File: config.mk
export PLATFORM = sky130hd
export DESIGN_NAME = ldrt_ctrl
export DESIGN_NICKNAME = d
export VERILOG_FILES = /design/src/hdl/ldrt_pkg.sv /design/src/hdl/ldrt_ctrl.sv
export SDC_FILE = /design/constraint.sdc
export NUM_CORES = 1
export LEC_CHECK = 0
export BUFFER_PORTS_ARGS = -buffer_cell sky130_fd_sc_hd__buf_4
export CAP_MARGIN = 20
export CORE_AREA = 2 2 148 150
export DETAILED_ROUTE_END_ITERATION = 8
export DIE_AREA = 0 0 150 152
export MAX_ROUTING_LAYER = met4
export RECOVER_POWER = 100
export SYNTH_ARGS = -nofsm -noshare
export SYNTH_HDL_FRONTEND = slang
export SYNTH_SLANG_ARGS = --single-unit
File: constraint.sdc
create_clock -name clock -period 4.7 [get_ports clock]
set_clock_uncertainty 0.05 [all_clocks]
set_input_delay 0.94 -clock clock [delete_from_list [all_inputs] [get_ports clock]]
set_output_delay 0.94 -clock clock [all_outputs]
set_load 0.03 [all_outputs]
File: src/hdl/ldrt_pkg.sv
package ldrt_pkg;

   localparam int WINDOW_DEPTH = 256;
   localparam int VALUE_W      = 32;
   localparam int RUN_W        = 9;
   localparam int RUN_MAX      = (1 << RUN_W) - 1;
   localparam int IDX_W        = (WINDOW_DEPTH > 1) ? $clog2(WINDOW_DEPTH) : 1;
   localparam int LEN_W        = $clog2(WINDOW_DEPTH + 1);
   localparam int CMP_W        = (LEN_W > RUN_W) ? LEN_W : RUN_W;

   typedef struct packed {
      logic [VALUE_W-1:0] value;
      logic               last;
   } ldrt_req_type;

   typedef struct packed {
      logic [RUN_W-1:0] longest_run;
      logic             overflow;
   } ldrt_rsp_type;

   // broadcast from control to every cell
   typedef struct packed {
      logic               capture;
      logic               shift;
      logic [VALUE_W-1:0] probe;
      logic [VALUE_W-1:0] entry;
   } ldrt_cell_cmd_type;

endpackage

File: src/hdl/ldrt_ctrl.sv
module ldrt_ctrl
   import ldrt_pkg::*;
(
   input  logic                     clock,
   input  logic                     reset,
   input  logic                     req_valid,
   output logic                     req_ready,
   input  ldrt_req_type             req_word,
   output logic                     rsp_valid,
   input  logic                     rsp_ready,
   output ldrt_rsp_type             rsp_word,
   input  logic [WINDOW_DEPTH-1:0]  hit,
   output ldrt_cell_cmd_type        cell_cmd,
   output logic [LEN_W-1:0]         win_len
);

   logic               busy_ff;
   logic               last_ff;
   logic [VALUE_W-1:0] entry_ff;
   logic [LEN_W-1:0]   len_ff;
   logic [LEN_W-1:0]   len_in;
   logic [RUN_W-1:0]   best_ff;
   logic [RUN_W-1:0]   best_in;
   logic               ovf_ff;
   logic               ovf_in;
   logic               rsp_valid_ff;
   ldrt_rsp_type       rsp_word_ff;

   logic               accept;
   logic               any_hit;
   logic [IDX_W-1:0]   hit_idx;
   logic               full;
   logic [RUN_W-1:0]   run_len;

   assign req_ready = !busy_ff && (!rsp_valid_ff || rsp_ready || !req_word.last);
   assign accept    = req_valid && req_ready;

   // at most one cell matches, so an OR of indexes encodes it
   always_comb begin
      hit_idx = '0;
      for (int i = 0; i < WINDOW_DEPTH; i++) begin
         if (hit[i]) begin
            hit_idx = hit_idx | IDX_W'(i);
         end
      end
   end

   assign any_hit = |hit;
   assign full    = (len_ff == LEN_W'(WINDOW_DEPTH));

   always_comb begin
      if (any_hit) begin
         len_in = LEN_W'(hit_idx) + LEN_W'(1);
      end else if (full) begin
         len_in = len_ff;
      end else begin
         len_in = len_ff + LEN_W'(1);
      end
      ovf_in = ovf_ff || (!any_hit && full);
      if (CMP_W'(len_in) > CMP_W'(RUN_MAX)) begin
         run_len = RUN_W'(RUN_MAX);
      end else begin
         run_len = RUN_W'(len_in);
      end
      best_in = (run_len > best_ff) ? run_len : best_ff;
   end

   always_ff @(posedge clock) begin
      if (reset) begin
         busy_ff      <= 1'b0;
         len_ff       <= '0;
         best_ff      <= '0;
         ovf_ff       <= 1'b0;
         rsp_valid_ff <= 1'b0;
      end else begin
         if (rsp_valid_ff && rsp_ready) begin
            rsp_valid_ff <= 1'b0;
         end
         if (busy_ff) begin
            busy_ff <= 1'b0;
            if (last_ff) begin
               len_ff       <= '0;
               best_ff      <= '0;
               ovf_ff       <= 1'b0;
               rsp_valid_ff <= 1'b1;
            end else begin
               len_ff  <= len_in;
               best_ff <= best_in;
               ovf_ff  <= ovf_in;
            end
         end else if (accept) begin
            busy_ff <= 1'b1;
         end
      end
   end

   always_ff @(posedge clock) begin
      if (accept) begin
         entry_ff <= req_word.value;
         last_ff  <= req_word.last;
      end
      if (busy_ff && last_ff) begin
         rsp_word_ff.longest_run <= best_in;
         rsp_word_ff.overflow    <= ovf_in;
      end
   end

   assign cell_cmd.capture = accept;
   assign cell_cmd.shift   = busy_ff;
   assign cell_cmd.probe   = req_word.value;
   assign cell_cmd.entry   = entry_ff;

   assign win_len   = len_ff;
   assign rsp_valid = rsp_valid_ff;
   assign rsp_word  = rsp_word_ff;

endmodule

==> impl_metrics.toml, run 1 <==
[route]
vias = 6008
routedWlPerCell_um = 21.1
wirelength_um = 26100
viasPerCell = 4.86
dr.pass1.iters = 6
drt_iter0_markers = 437
ant_nets = 0
drc_errors = 0

[critical_path]
worstPathRequired_ns = 4.86
r2r_end = "best_ff[1]$_SDFFE_PP0P_"
crit_family = "simple AND/OR/NAND/NOR gates"
cp-end-kind = "flop"
crit_slowest_cell = "nor4_1"
cp-endpoint = "best_ff[1]$_SDFFE_PP0P_"
path_cells = "buf_4 > nor4_2 > buf_4 > nand4_1 > nor4_1 > nand4_1 > ha_1 > inv_1 > nor3_1 > a22o_1 > ha_1 > and3_1 > a221o_1 > a31oi_1 > nor2b_2 > mux2_1 > a22o_1"
rrSetupSlack_ns = 1.22
path_class = "in2reg"
cp.depth = 17
reg2regPathDepth = 15
critPathArrivalTime_ns = 4.67
crit_fanout = 6
critPathMaxStageDelay_ns = 0.38
crit_buf_inv = 3
start_kind = "primary input"
worstReg2RegStart = "win_len[2]$_SDFFE_PP0P_"
startpoint = "hit[159]"

[global_routing]
grt_antenna_before_repair = 2
grt_max_degree = 35
globalRouteTotalUtil = 0.227
grt_pass1_wl_um = 37200
grt-ovfl-total = 0
first_global_vias = 6072

[logic_synthesis]
synth_fa_ha_area_frac = 0.0351
synth_cell_types = 45
yosysTopAreaCell = "edfxtp_1"
synth_cells = 478
yosys-top-cells-count = "nor4_1, edfxtp_1, nand4_1, nor2_1, buf_4"
synth_compound_area_frac = 0.0752
synth_top_flop_cell = "edfxtp_1"
synthMuxAreaShare = 0.0214
synthArstFlopShare = 0
synth_area_per_cell_um2 = 8.95
ys_seq_elements = 64
syn_area_um2 = 4280
synth_top_family_by_area = "simple AND/OR/NAND/NOR gates"
synth_edf_count = 43
yosys.area.top_type_share = 0.302
yosysMostFrequentCell = "nor4_1"
yosysSeqAreaShare = 0.400
syn-num-nets = 783
synth-xor-area-share = 0.0184
synthTopCellsByArea = "edfxtp_1, nor4_1, dfxtp_1"
yosysWarnings = 0
synthSimpleGateAreaFrac = 0.370

[hold_path]
min_path_type = "reg2reg"
min_path_cells = 2

[placed_design]
io_buffers = 379
gp_congestion = 1.02
placed_cells = 1216
place_hpwl_um = 23400

[timing]
fmaxAchievable_ghz = 0.222
slew_headroom = -0.176
worstMarginPinSlew_ns = 1.76
post-route-period-util = 0.959
drv_slew = 35
hold_violations = 0
rsz0062_at_grt = "false"
finalSetupViolCount = 0
min_period_ns = 4.51

[status]
status = "complete, but fails checks"
violations = "max-capacitance violations, max-slew violations"

[cells_and_area]
fill_cells = 2385
drive_above_1_share = 0.449
syn2layout_area_growth_pct = 88.6
final_util = 0.378
final_cell_count_no_fill = 1236
fin_nets = 1254

[cts]
cts_sinks = 64
cts_tree = "done"
clk_latency_ns = 0.32
holdBufCountCts = 0
cts-root-buf = "clkbuf_16"
cts_max_level = 3
clkSlewWorstSetupHoldPaths_ns = 0.05
cts_max_path_buffers = 2
numCtsBuffers = 9

[floorplanning]
dieArea_um2 = 22800
row_count = 54
initial_core_util = 0.200
core_um2 = 21400
die_x_um = 150
die_h_um = 152
num_io_pins = 380

[power]
pwr_density_cell_nw_per_um2 = 215
ir_drop_uv = 149
p_leak_nw = 3.35

[run]
maxCapViolCount = 1
## timing repair
item                       CTS  global route
pin swaps                    0             2
setup buffers                0             2
resized for setup            1            17
setup endpoints to repair    3            17
## cells by family after synthesis
family / after synthesis
and+or+nand+nor: 279
DFF: 64
buffers and inverters: 57
AOI/OAI and AO/OA: 49
adders and majority gates: 12
xor gates and xnor gates: 9
muxes: 8
## layout make-up
cell class                 count  area [um2]  share of cell area
clock buffer                  12         246              0.0305
timing repair buffer         497        3310               0.410
tap                          280         350              0.0434
sequential                    64        1710               0.212
multi-input combinational    357        2330               0.288
clock inverter                 4        45.0             0.00558
inverter                      20        75.1             0.00930
antenna                        2        5.00            0.000620
## how the worst min path moves through the flow
stage | start | end | slack (ns)
2_1_floorplan | best_ff[5]$_SDFFE_PP0P_ | best_ff[5]$_SDFFE_PP0P_ | 0.39
3_3_place_gp | best_ff[5]$_SDFFE_PP0P_ | best_ff[5]$_SDFFE_PP0P_ | 0.41
3_5_place_dp | best_ff[5]$_SDFFE_PP0P_ | best_ff[5]$_SDFFE_PP0P_ | 0.41
4_1_cts | best_ff[5]$_SDFFE_PP0P_ | best_ff[5]$_SDFFE_PP0P_ | 0.42
5_1_grt | best_ff[5]$_SDFFE_PP0P_ | best_ff[5]$_SDFFE_PP0P_ | 0.44
6_report | best_ff[5]$_SDFFE_PP0P_ | best_ff[5]$_SDFFE_PP0P_ | 0.43
## registers in the layout, summed over array words and instances, names as in the netlist
name and cells:
best_ff 9, busy_ff 1, entry_ff 32, last_ff 1
ovf_ff 1, rsp_valid 1, rsp_word 10, win_len 9
## layer usage
layer,up-vias,global-route usage,share of wire
met2,338,0.396,0.51
met3,49,0.0243,0.065
met1,2779,0.275,0.40
met5,-,-,0
met4,0,0.0606,0.027
li1,2842,-,-
## stage by stage
stage          TNS (ns)  hold slack (ns)  setup slack (ns)  power (mW)  area (um2)
4_1_cts               0            0.421             0.108        1.78        8370
3_5_place_dp      -4.53            0.413            -0.355        1.13        8080
2_1_floorplan         0            0.393             0.128       0.793        4280
5_1_grt               0            0.435           0.00508        1.80        8070
3_3_place_gp      -4.65            0.405            -0.363        1.13        8080
6_report              0            0.425             0.192        1.74        8070
## worst min-delay path: cells and delay by family, from the launching register on
family          cells  cell delay (ns)
flops               1             0.32
compound gates      1             0.05
simple gates        1             0.06
## placed cells by master, fill, tap and decap left out, types with 7 or more instances in the layout
cell type,instances
clkbuf_4,15
nand4_1,37
xnor2_1,7
inv_1,20
nand2_1,28
o21ai_0,12
nor4_1,100
ha_1,12
dfxtp_1,21
clkbuf_16,9
edfxtp_1,43
nand3_1,22
buf_4,369
clkbuf_1,113
nor3_1,16
a22o_1,11
nor2_1,35
nor4_2,17
a21oi_1,12
## power by group
| group | internal [mW] | switching, mW |
|---|---|---|
| Combinational | 0.213 | 0.242 |
| Sequential | 0.628 | 0.00680 |
| Clock | 0.422 | 0.223 |
No activity file was read; power rests on OpenSTA's default activity.
==> run 2, diff against run 1 <==
--- a/config.mk
+++ b/config.mk
@@ -7,10 +7,13 @@
 export LEC_CHECK = 0
 export BUFFER_PORTS_ARGS = -buffer_cell sky130_fd_sc_hd__buf_4
 export CAP_MARGIN = 20
-export CORE_AREA = 2 2 148 150
+export CELL_PAD_IN_SITES_DETAIL_PLACEMENT = 1
+export CELL_PAD_IN_SITES_GLOBAL_PLACEMENT = 2
+export CORE_MARGIN = 2
+export CORE_UTILIZATION = 17
 export DETAILED_ROUTE_END_ITERATION = 8
-export DIE_AREA = 0 0 150 152
 export MAX_ROUTING_LAYER = met4
+export PLACE_DENSITY_LB_ADDON = 0.1
 export RECOVER_POWER = 100
 export SYNTH_ARGS = -nofsm -noshare
 export SYNTH_HDL_FRONTEND = slang
==> run 2 against run 1 <==
- die area up 16%
- power grew 5.7%
- the run still ends with max-capacitance violations, max-slew violations left
- non-clock buffer count increased by 8
==> impl_metrics.toml, run 2 (synthesis gave the netlist of run 1 again) <==
[power]
pwr_density_cell_nw_per_um2 = 218
ir_drop_uv = 130
total_power_mw = 1.83
p_leak_nw = 3.44

[cells_and_area]
syn2layout_area_growth_pct = 97.0
fin_nets = 1262
fill_cells = 2999
largest_register_ffs = 32
final_cell_count_no_fill = 1295
top_register = "entry_ff"
final_cell_mix = "buf_4, clkbuf_1, nor4_1"
drive_above_1_share = 0.481
layout_commonest_cell = "buf_4"

[route]
dr.pass1.iters = 4
ant_nets = 0
routedWlPerCell_um = 23.8
wirelength_um = 30800
drc_errors = 0
drt_iter0_markers = 234
vias = 6086
viasPerCell = 4.70

[global_routing]
grt_pass1_wl_um = 42900
grt-ovfl-total = 0
grt_antenna_before_repair = 3
first_global_vias = 6693
globalRouteTotalUtil = 0.231
grt_max_degree = 35

[hold_path]
min_path_cells = 2
min_path_type = "reg2reg"
hp-start = "best_ff[5]$_SDFFE_PP0P_"

[floorplanning]
dieArea_um2 = 26400
die_x_um = 163
row_count = 58
initial_core_util = 0.171
die_h_um = 163
core_um2 = 25000
num_io_pins = 380

[cts]
cts-root-buf = "clkbuf_16"
cts_sinks = 64
cts_tree = "done"
clk_latency_ns = 0.33
clkSlewWorstSetupHoldPaths_ns = 0.06
cts_max_path_buffers = 2
holdBufCountCts = 0
cts_max_level = 3
numCtsBuffers = 9

[timing]
slew_headroom = -0.206
worstMarginPinSlew_ns = 1.81
post-route-period-util = 0.977
drv_slew = 35
hold_violations = 0
fmaxAchievable_ghz = 0.218
tns_ns = 0
finalSetupViolCount = 0
hold_ws_ns = 0.427
min_period_ns = 4.59

[critical_path]
critPathMaxStageDelay_ns = 0.42
path_cells = "buf_4 > nor4_2 > buf_4 > nand4_1 > nor4_2 > nand4_1 > ha_1 > inv_2 > o31ai_2 > a22o_1 > ha_1 > and3_4 > a221o_1 > a31oi_4 > buf_6 > mux2_2"
crit_slowest_cell = "nor4_2"
critPathArrivalTime_ns = 4.62
path_class = "in2reg"
reg2regPathDepth = 14
start_kind = "primary input"
worstPathRequired_ns = 4.73
crit_fanout = 4
cp-end-kind = "flop"
worstReg2RegStart = "win_len[2]$_SDFFE_PP0P_"
startpoint = "hit[7]"

[placed_design]
io_buffers = 379
gp_congestion = 0.982
placed_cells = 1276
place_hpwl_um = 27600

[run]
maxCapViolCount = 1

[status]
violations = "max-capacitance violations, max-slew violations"
status = "complete, but fails checks"
## run 2: worst paths after layout
check                           slack [ns]                 endpoint
worst max-delay path                  0.11    rsp_word[9]$_DFFE_PP_
worst min register to register        0.43  best_ff[5]$_SDFFE_PP0P_
worst max register to register        1.12    rsp_word[9]$_DFFE_PP_
worst min-delay path                  0.43  best_ff[5]$_SDFFE_PP0P_
## run 2: area by class of cell
cell class | count | area (um2) | share of cell area
Timing Repair Buffer | 505 | 3380 | 0.401
Multi-Input combinational cell | 357 | 2510 | 0.298
Sequential cell | 64 | 1710 | 0.203
Tap cell | 330 | 413 | 0.0490
Clock buffer | 9 | 225 | 0.0267
Clock inverter | 7 | 100 | 0.0119
Inverter | 20 | 75.1 | 0.00891
Antenna cell | 3 | 7.51 | 0.000891
## run 2: power by group
part | total (mW) | internal [mW] | switching (mW)
logic | 0.468 | 0.218 | 0.249
clock network | 0.732 | 0.470 | 0.262
registers | 0.635 | 0.628 | 0.00728
total | 1.83 | 1.32 | 0.519
## run 2: per-layer routing
metal,GRT usage,vias up,share of wire
met5,-,-,0
li1,-,2866,-
met3,0.0509,26,0.073
met2,0.406,297,0.50
met4,0.0539,0,0.016
met1,0.269,2897,0.42
## run 2: critical path, delay by kind of cell
family                     cells  cell delay, ns
AOI/OAI and AO/OA              4            0.86
adders and majority gates      2            0.58
buffers and inverters          4            0.54
muxes                          1            0.35
and+or+nand+nor                5            1.35
## run 2: timing repair
action,CTS,global route
endpoints found under the setup margin,18,18
gates resized for setup,6,47
pin swaps,0,14
buffers inserted,0,2
## run 2: stage by stage
step | area (um2) | utilization | worst slack (ns)
finish | 8430 | 0.338 | 0.109
CTS | 8580 | 0.344 | 0.00919
global placement | 8210 | 0.329 | -0.557
detailed placement | 8210 | 0.329 | -0.655
global route | 8430 | 0.338 | -0.00897
floorplan | 4280 | - | 0.128
