<file path="src/hdl/ldrt_pkg.sv">
package ldrt_pkg;

   localparam int WINDOW_DEPTH = 256;
   localparam int VALUE_W      = 32;
   localparam int RUN_W        = 9;
   localparam int RUN_MAX      = (1 << RUN_W) - 1;
   localparam int IDX_W        = (WINDOW_DEPTH > 1) ? $clog2(WINDOW_DEPTH) : 1;
   localparam int LEN_W        = $clog2(WINDOW_DEPTH + 1);
   localparam int CMP_W        = (LEN_W > RUN_W) ? LEN_W : RUN_W;

   typedef struct packed {
      logic [VALUE_W-1:0] value;
      logic               last;
   } ldrt_req_type;

   typedef struct packed {
      logic [RUN_W-1:0] longest_run;
      logic             overflow;
   } ldrt_rsp_type;

   // broadcast from control to every cell
   typedef struct packed {
      logic               capture;
      logic               shift;
      logic [VALUE_W-1:0] probe;
      logic [VALUE_W-1:0] entry;
   } ldrt_cell_cmd_type;

endpackage

</file>
<file path="src/hdl/ldrt_cell.sv">
module ldrt_cell
   import ldrt_pkg::*;
(
   input  logic                  clock,
   input  ldrt_cell_cmd_type     cmd,
   input  logic                  live,
   input  logic [VALUE_W-1:0]    shift_in,
   output logic [VALUE_W-1:0]    value_out,
   output logic                  match
);

   logic [VALUE_W-1:0] value_ff;
   logic               match_ff;
   logic               match_in;

   assign match_in = live && (value_ff == cmd.probe);

   always_ff @(posedge clock) begin
      if (cmd.capture) begin
         match_ff <= match_in;
      end
      if (cmd.shift) begin
         value_ff <= shift_in;
      end
   end

   assign value_out = value_ff;
   assign match     = match_ff;

endmodule

</file>
<file path="config.mk">
export PLATFORM = sky130hd
export DESIGN_NAME = ldrt_cell
export DESIGN_NICKNAME = d
export VERILOG_FILES = /design/src/hdl/ldrt_pkg.sv /design/src/hdl/ldrt_cell.sv
export SDC_FILE = /design/constraint.sdc
export NUM_CORES = 1
export LEC_CHECK = 0
export ABC_AREA = 1
export BUFFER_PORTS_ARGS = -buffer_cell sky130_fd_sc_hd__clkbuf_2
export CAP_MARGIN = 15
export CORE_ASPECT_RATIO = 0.8
export CORE_MARGIN = 3
export CORE_UTILIZATION = 38
export DETAILED_ROUTE_END_ITERATION = 12
export PLACE_DENSITY = 0.82
export SYNTH_ARGS = -nofsm -noshare
export SYNTH_HDL_FRONTEND = slang
export SYNTH_SLANG_ARGS = --single-unit
</file>
<file path="constraint.sdc">
create_clock -name clock -period 1.2 [get_ports clock]
set_input_delay 0.18 -clock clock [delete_from_list [all_inputs] [get_ports clock]]
set_output_delay 0.18 -clock clock [all_outputs]
set_load 0.005 [all_outputs]
</file>
==> results of run 1 <==
[cells by family (layout without fill, tap and decap cells)]
logic type                Yosys count  count (layout)  synth area share
AOI/OAI and AO/OA                   8               8            0.0271
xor gates and xnor gates            8               8            0.0446
buffers and inverters              39             148            0.0932
DFF                                33              33             0.631
and+or+nand+nor                    83              83             0.205
[state kept, by name (all words and copies together), names as in the netlist]
name and flops:
match 1, value_out 32
[synth_stat cells]
cell type and instances:
nand2_1 59, nand3_1 2, xnor2_1 5, nor3_1 2
inv_1 35, o211ai_1 1, nand2_2 1, nor2_2 1
inv_2 4, nor2_1 18, o21ai_1 6, o21ai_0 1
edfxtp_1 33, xor2_1 3
[worst register-to-register path: stages, from the launching register on]
cell and delay (ns):
edfxtp_1 0.41, nand2_1 0.08, inv_1 0.04, nor2_1 0.09, nor2_1 0.05, nand2_1 0.07, nor2_1 0.04, nand3_1 0.08
nor2_1 0.05
[final cells by class]
class                      count  area, sq um  share of cell area
clock buffer                   5         68.8              0.0302
clock inverter                 2         35.0              0.0154
inverter                      39          146              0.0643
multi-input combinational     99          439               0.193
sequential                    33          991               0.435
tap                           55         68.8              0.0302
timing repair buffer         102          528               0.232
[worst min path at each step]
stage / from / slack [ns] / endpoint / cells past startpoint
final: shift_in[14] / 0.07 / value_out[14] / 1
after global routing: shift_in[10] / 0.05 / value_out[10] / 1
after CTS: shift_in[10] / 0.07 / value_out[10] / 1
after detailed placement: shift_in[14] / 0.36 / value_out[14] / 1
after global placement: shift_in[17] / 0.36 / value_out[17] / 1
after floorplan: shift_in[0] / 0.28 / value_out[0] / 0
[per-stage QoR]
| stage | setup slack (ns) | area, sq um | hold WS, ns | instances |
|---|---|---|---|---|
| 2_1_floorplan | 0.147 | 1570 | 0.279 | 171 |
| 3_3_place_gp | 0.0412 | 2160 | 0.357 | 327 |
| 3_5_place_dp | -0.00567 | 2160 | 0.359 | 327 |
| 4_1_cts | 0.0102 | 2270 | 0.0652 | 334 |
| 5_1_grt | -0.116 | 2280 | 0.0533 | 335 |
| 6_report | 0.0467 | 2280 | 0.0742 | 335 |
[what timing repair did]
action / CTS / global route
pin swaps: 0 / 1
setup endpoints to repair: 1 / 1
gates resized for setup: 1 / 0
buffers inserted: 0 / 1
[layer usage]
layer / part of all wire / vias to the layer above / track usage
met4: 0.011 / 0 / 0.0524
met2: 0.54 / 57 / 0.295
li1: - / 738 / -
met1: 0.37 / 605 / 0.186
met5: 0 / - / 0
met3: 0.082 / 5 / 0.0471
[report_power, final]
group	internal (uW)	leakage, uW	switching [uW]
clock	603	0.0000540	372
sequential	1370	0.000324	60.3
combinational	219	0.000861	203
[cells in the final DEF (no fill, tap or decap), drive strengths merged]
cell	synthesis	layout
edfxtp	33	33
o21ai	7	7
nand2	60	60
nand3	2	2
inv	39	39
nor3	2	2
buf	0	2
clkinv	0	1
nor2	19	19
xor2	3	3
xnor2	5	5
o211ai	1	1
clkbuf	0	105
bufinv	0	1
==> summary.txt, run 1 <==
Final layout
  – Synth-to-layout area growth: 44.9%
  – Share of layout cells above drive strength 1: 0.414
  – # fillers: 351
  – Final net count: 380
  – Layout Utilization: 0.587
  – Ant diodes: 0

Routing
  – ANT nets after route: 0
  – Initial DRC Count: 52
  – Routed via count: 1405
  – DRC viols: 0
  – DR WL/cell: 11.0 microns
  – Total Wirelength: 3680 microns
  – Average via count per standard cell: 4.19
  – Drt pass-1 iters: 4

Logic synthesis
  – Syn Nets: 271
  – Sequential area share after synthesis: 0.631
  – Synth cell types: 14
  – Top cell type's share of synthesized area: 0.631
  – Syn avg cell area: 9.19 sq um
  – FF+latch count, synth: 33
  – Cell Area, Synth: 0.00157 sq mm
  – Leading area contributor after synthesis: edfxtp_1
  – Synth top area cells: edfxtp_1 63%, nand2_1 14%, inv_1 8.4%
  – Synthesized instance count: 171
  – Ys Warns: 0

GRT
  – First-pass GRT wire length: 6240 microns
  – Global Route Usage Sum: 0.164
  – Vias in the first global route: 1449
  – Antenna violations before repair: 0
  – Congestion Overflow GR: 0
  – Largest net degree at the start of global routing: 33

Floorplan
  – Initial core utilization: 0.405
  – # IOs: 133
  – Die area: 0.00495 sq mm
  – Die height: 63.5 microns
  – Die width: 77.9 microns
  – Core ar.: 0.00388 sq mm
  – Site row count: 20

Clocking
  – Reg clk slew, reported paths: 0.06 ns
  – Hold bufs inserted after CTS: 0
  – Root Buffer Master: clkbuf_8
  – CTS tree: yes
  – CTS Buffer Depth: 2
  – Worst skew pair latency: 0.28 ns
  – Clk sinks: 33
  – CTS Buf Count: 5
  – Htree depth: 2

Worst setup path
  – CP Depth: 8
  – Crit path cell chain: nand2_1 -> inv_1 -> nor2_1 -> nor2_1 -> nand2_1 -> nor2_1 -> nand3_1 -> nor2_1
  – Worst EP required: 1.23 ns
  – Top delay family on crit path: simple AND/OR/NAND/NOR gates
  – Setup CP Type: register to register
  – Worst reg-to-reg path cell count: 8
  – Worst-path maximum fanout: 3
  – Slowest CP cell: edfxtp_1
  – Most frequent CP cell: nor2_1
  – Crit path launch type: register
  – CP endpoint: match
  – Worst r2r src: value_out[10]
  – Worst EP arrival: 1.19 ns
  – WP buf/inv: 1
  – Reg-to-reg slack, setup: 0.05 ns
  – Slowest stage delay, CP: 0.41 ns
  – Worst setup startpoint: value_out[10]
  – CP Capture Type: register
  – FF-to-FF End: match

Timing
  – Crit share post-route: 0.961
  – Hold Vio Cnt, Final: 0
  – Final setup fails: 0
  – Setup TNS: 0 ns
  – Worst Skew: 0.00448 ns
  – Worst slew margin: 0.850
  – Tmin final: 1.15 ns
  – F_max: 0.867 GHz
  – Slew Viols, Final: 0
  – RSZ-0062 raised after global routing: true
  – Worst-Margin Slew: 0.223 ns

Outcome
  – Outcome: finished clean

Place
  – Dpl hpwl: 3070 microns
  – PortBufs: 100
  – Routability Congestion: 0.658

Worst hold path
  – Hold crit path type: primary input to register

Power and ir drop
  – Lkg Pwr: 0.00124 uW
  – Pwr Total: 2830 uW
  – Peak supply drop: 0.000825 V
  – PwrDens: 1240 mW/mm^2

Run
  – Max capacitance violation total: 0
Note: power is estimated with default switching activity, not from simulation.
==> run 2: changes to the inputs <==
--- a/config.mk
+++ b/config.mk
@@ -8,7 +8,6 @@
 export ABC_AREA = 1
 export BUFFER_PORTS_ARGS = -buffer_cell sky130_fd_sc_hd__clkbuf_2
 export CAP_MARGIN = 15
-export CORE_ASPECT_RATIO = 0.8
 export CORE_MARGIN = 3
 export CORE_UTILIZATION = 38
 export DETAILED_ROUTE_END_ITERATION = 12
==> summary.txt, run 2 (same netlist as run 1, synthesis figures left out) <==
Outcome
  – Outcome: finished clean

Power and ir drop
  – PwrDens: 1150 mW/mm^2
  – Lkg Pwr: 0.00124 uW
  – Peak supply drop: 0.000851 V
  – Pwr Total: 2610 uW

Worst setup path
  – Crit path launch type: register
  – Setup CP Type: register to register
  – Worst-path maximum fanout: 3
  – Worst EP required: 1.34 ns
  – Reg-to-reg slack, setup: 0.007 ns
  – Worst reg-to-reg path cell count: 7
  – Worst EP arrival: 1.33 ns
  – CP Capture Type: register

Final layout
  – Area taken by multi-input logic gates: 454 sq um
  – Post-Layout Cell Count: 332
  – Sequential Area: 991 sq um
  – Final Instance Area: 0.00227 sq mm
  – # fillers: 379
  – Synth-to-layout area growth: 44.7%
  – Commonest non-fill, non-tap cell in the layout: clkbuf_2
  – Share of layout cells above drive strength 1: 0.433
  – Ant diodes: 0
  – Most frequent cells in the layout: 100 x clkbuf_2, 59 x nand2_1, 35 x inv_1, 33 x edfxtp_1, 14 x nor2_1
  – Max reg flops: 32
  – Final net count: 384

Timing
  – Hold_ws: 0.0784 ns
  – Setup TNS: 0 ns
  – F_max: 0.838 GHz
  – Crit share post-route: 0.994
  – Worst Skew: 0.00360 ns
  – RSZ-0062 raised after global routing: true
  – Hold Vio Cnt, Final: 0
  – Worst slew margin: 0.848
  – Slew Viols, Final: 0
  – Worst-Margin Slew: 0.227 ns
  – Final setup fails: 0
  – Tmin final: 1.19 ns

Place
  – Routability Congestion: 0.757
  – DP Cell Count: 321
  – PortBufs: 100
  – Dpl hpwl: 3020 microns
  – Placed instance area: 0.00215 sq mm

Floorplan
  – Die area: 0.00494 sq mm
  – Die width: 70.3 microns
  – # IOs: 133
  – Core ar.: 0.00383 sq mm
  – Die height: 70.3 microns
  – Site row count: 22
  – Initial core utilization: 0.411

GRT
  – First-pass GRT wire length: 5700 microns
  – Antenna violations before repair: 0
  – Vias in the first global route: 1441
  – Global Route Usage Sum: 0.148
  – Congestion Overflow GR: 0
  – Largest net degree at the start of global routing: 19

Routing
  – Total Wirelength: 3660 microns
  – ANT nets after route: 0
  – Routed via count: 1426
  – DRC viols: 0
  – Average via count per standard cell: 4.30
  – Drt pass-1 iters: 4
  – DR WL/cell: 11.0 microns
  – Initial DRC Count: 31

Clocking
  – Clk sinks: 33
  – Root Buffer Master: clkbuf_8
  – Hold bufs inserted after CTS: 0
  – CTS Buf Count: 5
  – CTS tree: yes
  – Reg clk slew, reported paths: 0.06 ns
  – CTS Buffer Depth: 2
  – Worst skew pair latency: 0.27 ns
  – Htree depth: 2

Run
  – Max capacitance violation total: 0

Worst hold path
  – Hold Path Depth: 1
  – Hold crit path type: primary input to register
-- run 2: changes by cell type in the layout (fill, tap and decap cells not counted), sizes merged --
| cell | delta |
|---|---|
| bufinv | -1 |
| buf | +4 |
| clkbuf | +1 |
-- run 2: critical path, cell delays in order (launching register included) --
cell	delay, ns
edfxtp_1	0.42
nor2_2	0.13
nor2_1	0.05
nor2_1	0.08
nand2_1	0.09
nor2_2	0.12
nand3_2	0.07
nor2_2	0.10
-- run 2: area by class of cell --
type	count	area share
timing repair buffer	106	0.240
inverter	39	0.0644
tap	48	0.0264
clock buffer	6	0.0319
sequential	33	0.436
multi-input combinational	99	0.200
clock inverter	1	0.00165
-- run 2: per-stage QoR --
step                 util  setup slack, ns
floorplan               -            0.147
global placement    0.561           0.0691
detailed placement  0.561           0.0497
CTS                 0.581           0.0344
global route        0.594           -0.118
finish              0.594          0.00689
-- run 2: final timing paths --
path	startpoint	end
max	value_out[10]	match
min	shift_in[5]	value_out[5]
max reg2reg	value_out[10]	match
min reg2reg	value_out[12]	match
-- run 2: timing repair --
action	4_1_cts	5_1_grt
setup endpoints to repair	0	1
buffers inserted	0	4
resized for setup	0	6
-- run 2: power by group --
group          internal (uW)  total (uW)  switching (uW)
logic                    227         436             209
registers               1370        1430            59.0
clock network            390         737             347
total                   1990        2610             615
-- run 2: metal layers --
layer	global-route usage	vias up	share of wire
met1	0.155	614	0.39
li1	-	747	-
met4	0.0468	0	0.015
met5	0	-	0
met2	0.270	59	0.51
met3	0.0532	6	0.085
==> run 3: changes to the inputs <==
--- a/config.mk
+++ b/config.mk
@@ -10,8 +10,10 @@
 export CAP_MARGIN = 15
 export CORE_MARGIN = 3
 export CORE_UTILIZATION = 38
+export CTS_BUF_LIST = sky130_fd_sc_hd__clkbuf_4 sky130_fd_sc_hd__clkbuf_8 sky130_fd_sc_hd__clkbuf_16
 export DETAILED_ROUTE_END_ITERATION = 12
 export PLACE_DENSITY = 0.82
+export RECOVER_POWER = 50
 export SYNTH_ARGS = -nofsm -noshare
 export SYNTH_HDL_FRONTEND = slang
 export SYNTH_SLANG_ARGS = --single-unit
==> summary.txt, run 3 (same netlist as run 1, synthesis figures left out) <==
Worst setup path
  – Worst-path maximum fanout: 3
  – Slowest stage delay, CP: 0.42 ns
  – Setup CP Type: register to register
  – Most frequent CP cell: nor2_2
  – Slowest CP cell: edfxtp_1
  – FF-to-FF End: match
  – CP Capture Type: register
  – Crit path cell chain: nor2_2 -> nor2_1 -> nor2_1 -> nand2_1 -> nor2_2 -> nand3_2 -> nor2_2
  – Worst EP required: 1.34 ns
  – Worst r2r src: value_out[10]
  – Reg-to-reg slack, setup: 0.007 ns
  – Worst setup startpoint: value_out[10]
  – Worst EP arrival: 1.33 ns
  – Crit path launch type: register
  – Worst reg-to-reg path cell count: 7

Final layout
  – Ant diodes: 0
  – Final net count: 384
  – Post-Layout Cell Count: 332
  – Commonest non-fill, non-tap cell in the layout: clkbuf_2
  – Most frequent cells in the layout: 99 x clkbuf_2, 59 x nand2_1, 35 x inv_1, 33 x edfxtp_1, 14 x nor2_1
  – # fillers: 384
  – Max reg flops: 32
  – Synth-to-layout area growth: 44.3%
  – Share of layout cells above drive strength 1: 0.426

Timing
  – RSZ-0062 raised after global routing: true
  – Hold Vio Cnt, Final: 0
  – F_max: 0.838 GHz
  – Final worst-path setup slack: 0.00689 ns
  – Tmin final: 1.19 ns
  – Worst Skew: 0.00360 ns
  – Final setup fails: 0
  – Crit share post-route: 0.994
  – Worst slew margin: 0.501
  – Slew Viols, Final: 0
  – Worst-Margin Slew: 0.748 ns

Floorplan
  – Site row count: 22
  – # IOs: 133
  – Core ar.: 0.00383 sq mm
  – Die height: 70.3 microns
  – Die width: 70.3 microns
  – Die area: 0.00494 sq mm
  – Initial core utilization: 0.411

Clocking
  – CTS Buffer Depth: 2
  – Root Buffer Master: clkbuf_8
  – Worst skew pair latency: 0.27 ns
  – CTS Buf Count: 5
  – Reg clk slew, reported paths: 0.06 ns
  – Clk sinks: 33
  – Htree depth: 2
  – Hold bufs inserted after CTS: 0
  – CTS tree: yes

Power and ir drop
  – Peak supply drop: 0.000851 V
  – PwrDens: 1160 mW/mm^2
  – Clock power share: 0.289
  – Lkg Pwr: 0.00123 uW
  – P_int: 2010 uW
  – Reg power frac: 0.546
  – Switching Power: 615 uW
  – Pwr Total: 2620 uW
  – Part of the power in combinational logic: 0.165
  – Sw frac: 0.234

Place
  – DP Cell Count: 321
  – PortBufs: 100
  – Dpl hpwl: 3020 microns
  – Post-Place Setup Slack: 0.0497 ns
  – Routability Congestion: 0.757

Worst hold path
  – Hold wc startpoint: shift_in[5]
  – Hold Path Depth: 1
  – Worst Hold End: value_out[5]
  – Hold crit path type: primary input to register

GRT
  – Congestion Overflow GR: 0
  – Antenna violations before repair: 0
  – Vias in the first global route: 1441
  – Largest net degree at the start of global routing: 19
  – First-pass GRT wire length: 5700 microns
  – Global Route Usage Sum: 0.148

Outcome
  – Outcome: finished clean

Routing
  – DRC viols: 0
  – Drt pass-1 iters: 4
  – Total Wirelength: 3660 microns
  – Average via count per standard cell: 4.30
  – Initial DRC Count: 31
  – DR WL/cell: 11.0 microns
  – Routed via count: 1426
  – ANT nets after route: 0

Run
  – Max capacitance violation total: 0
==> run 3: changes by cell type in the layout (fill, tap and decap cells not counted) <==
cell      change
buf_4         -2
clkbuf_1      +2
clkbuf_2      -1
clkbuf_4      +1
==> run 3: metal layers <==
| metal | part of all wire | vias up | global-route usage |
|---|---|---|---|
| met2 | 0.51 | 59 | 0.270 |
| met5 | 0 | - | 0 |
| li1 | - | 747 | - |
| met1 | 0.39 | 614 | 0.155 |
| met4 | 0.015 | 0 | 0.0468 |
| met3 | 0.082 | 6 | 0.0532 |
==> run 3: metrics by stage <==
step,setup TNS (ns),instance area [sq um],utilization,hold WS [ns]
final,0,2270,0.593,0.0784
after global routing,-0.118,2270,0.593,0.0597
after CTS,0,2230,0.582,0.0694
after detailed placement,0,2150,0.561,0.359
after global placement,0,2150,0.561,0.356
after floorplan,0,1570,-,0.279
==> run 3: worst max path at each step <==
| stage | end | slack (ns) | cells after the start |
|---|---|---|---|
| 2_1_floorplan | match | 0.15 | 8 |
| 3_3_place_gp | match | 0.07 | 7 |
| 3_5_place_dp | match | 0.05 | 8 |
| 4_1_cts | match | 0.03 | 7 |
| 5_1_grt | match | -0.12 | 7 |
| 6_report | match | 0.007 | 7 |
==> run 3: final cells by class <==
cell class | instances | area, sq um | share of cell area
Clock buffer | 6 | 76.3 | 0.0336
Clock inverter | 1 | 3.75 | 0.00165
Inverter | 39 | 146 | 0.0645
Multi-Input combinational cell | 99 | 454 | 0.200
Sequential cell | 33 | 991 | 0.437
Tap cell | 48 | 60.1 | 0.0265
Timing Repair Buffer | 106 | 537 | 0.237
==> run 3: power groups by stage <==
stage | clock network, uW | registers (uW) | logic (uW)
after floorplan | 0 | 1460 | 153
after global placement | 0 | 1450 | 406
after detailed placement | 0 | 1460 | 418
after CTS | 797 | 1430 | 420
after global routing | 836 | 1440 | 500
final | 760 | 1430 | 433
==> run 3: what timing repair did <==
| action | CTS | global route |
|---|---|---|
| buffers inserted | 0 | 4 |
| setup endpoints to repair | 0 | 1 |
| hold endpoints to repair | 0 | 0 |
| gates resized for setup | 0 | 6 |
==> run 3: critical path, delay by kind of cell, from the launching register on <==
kind / cells / cell delay, ns
flops: 1 / 0.42
simple gates: 7 / 0.64
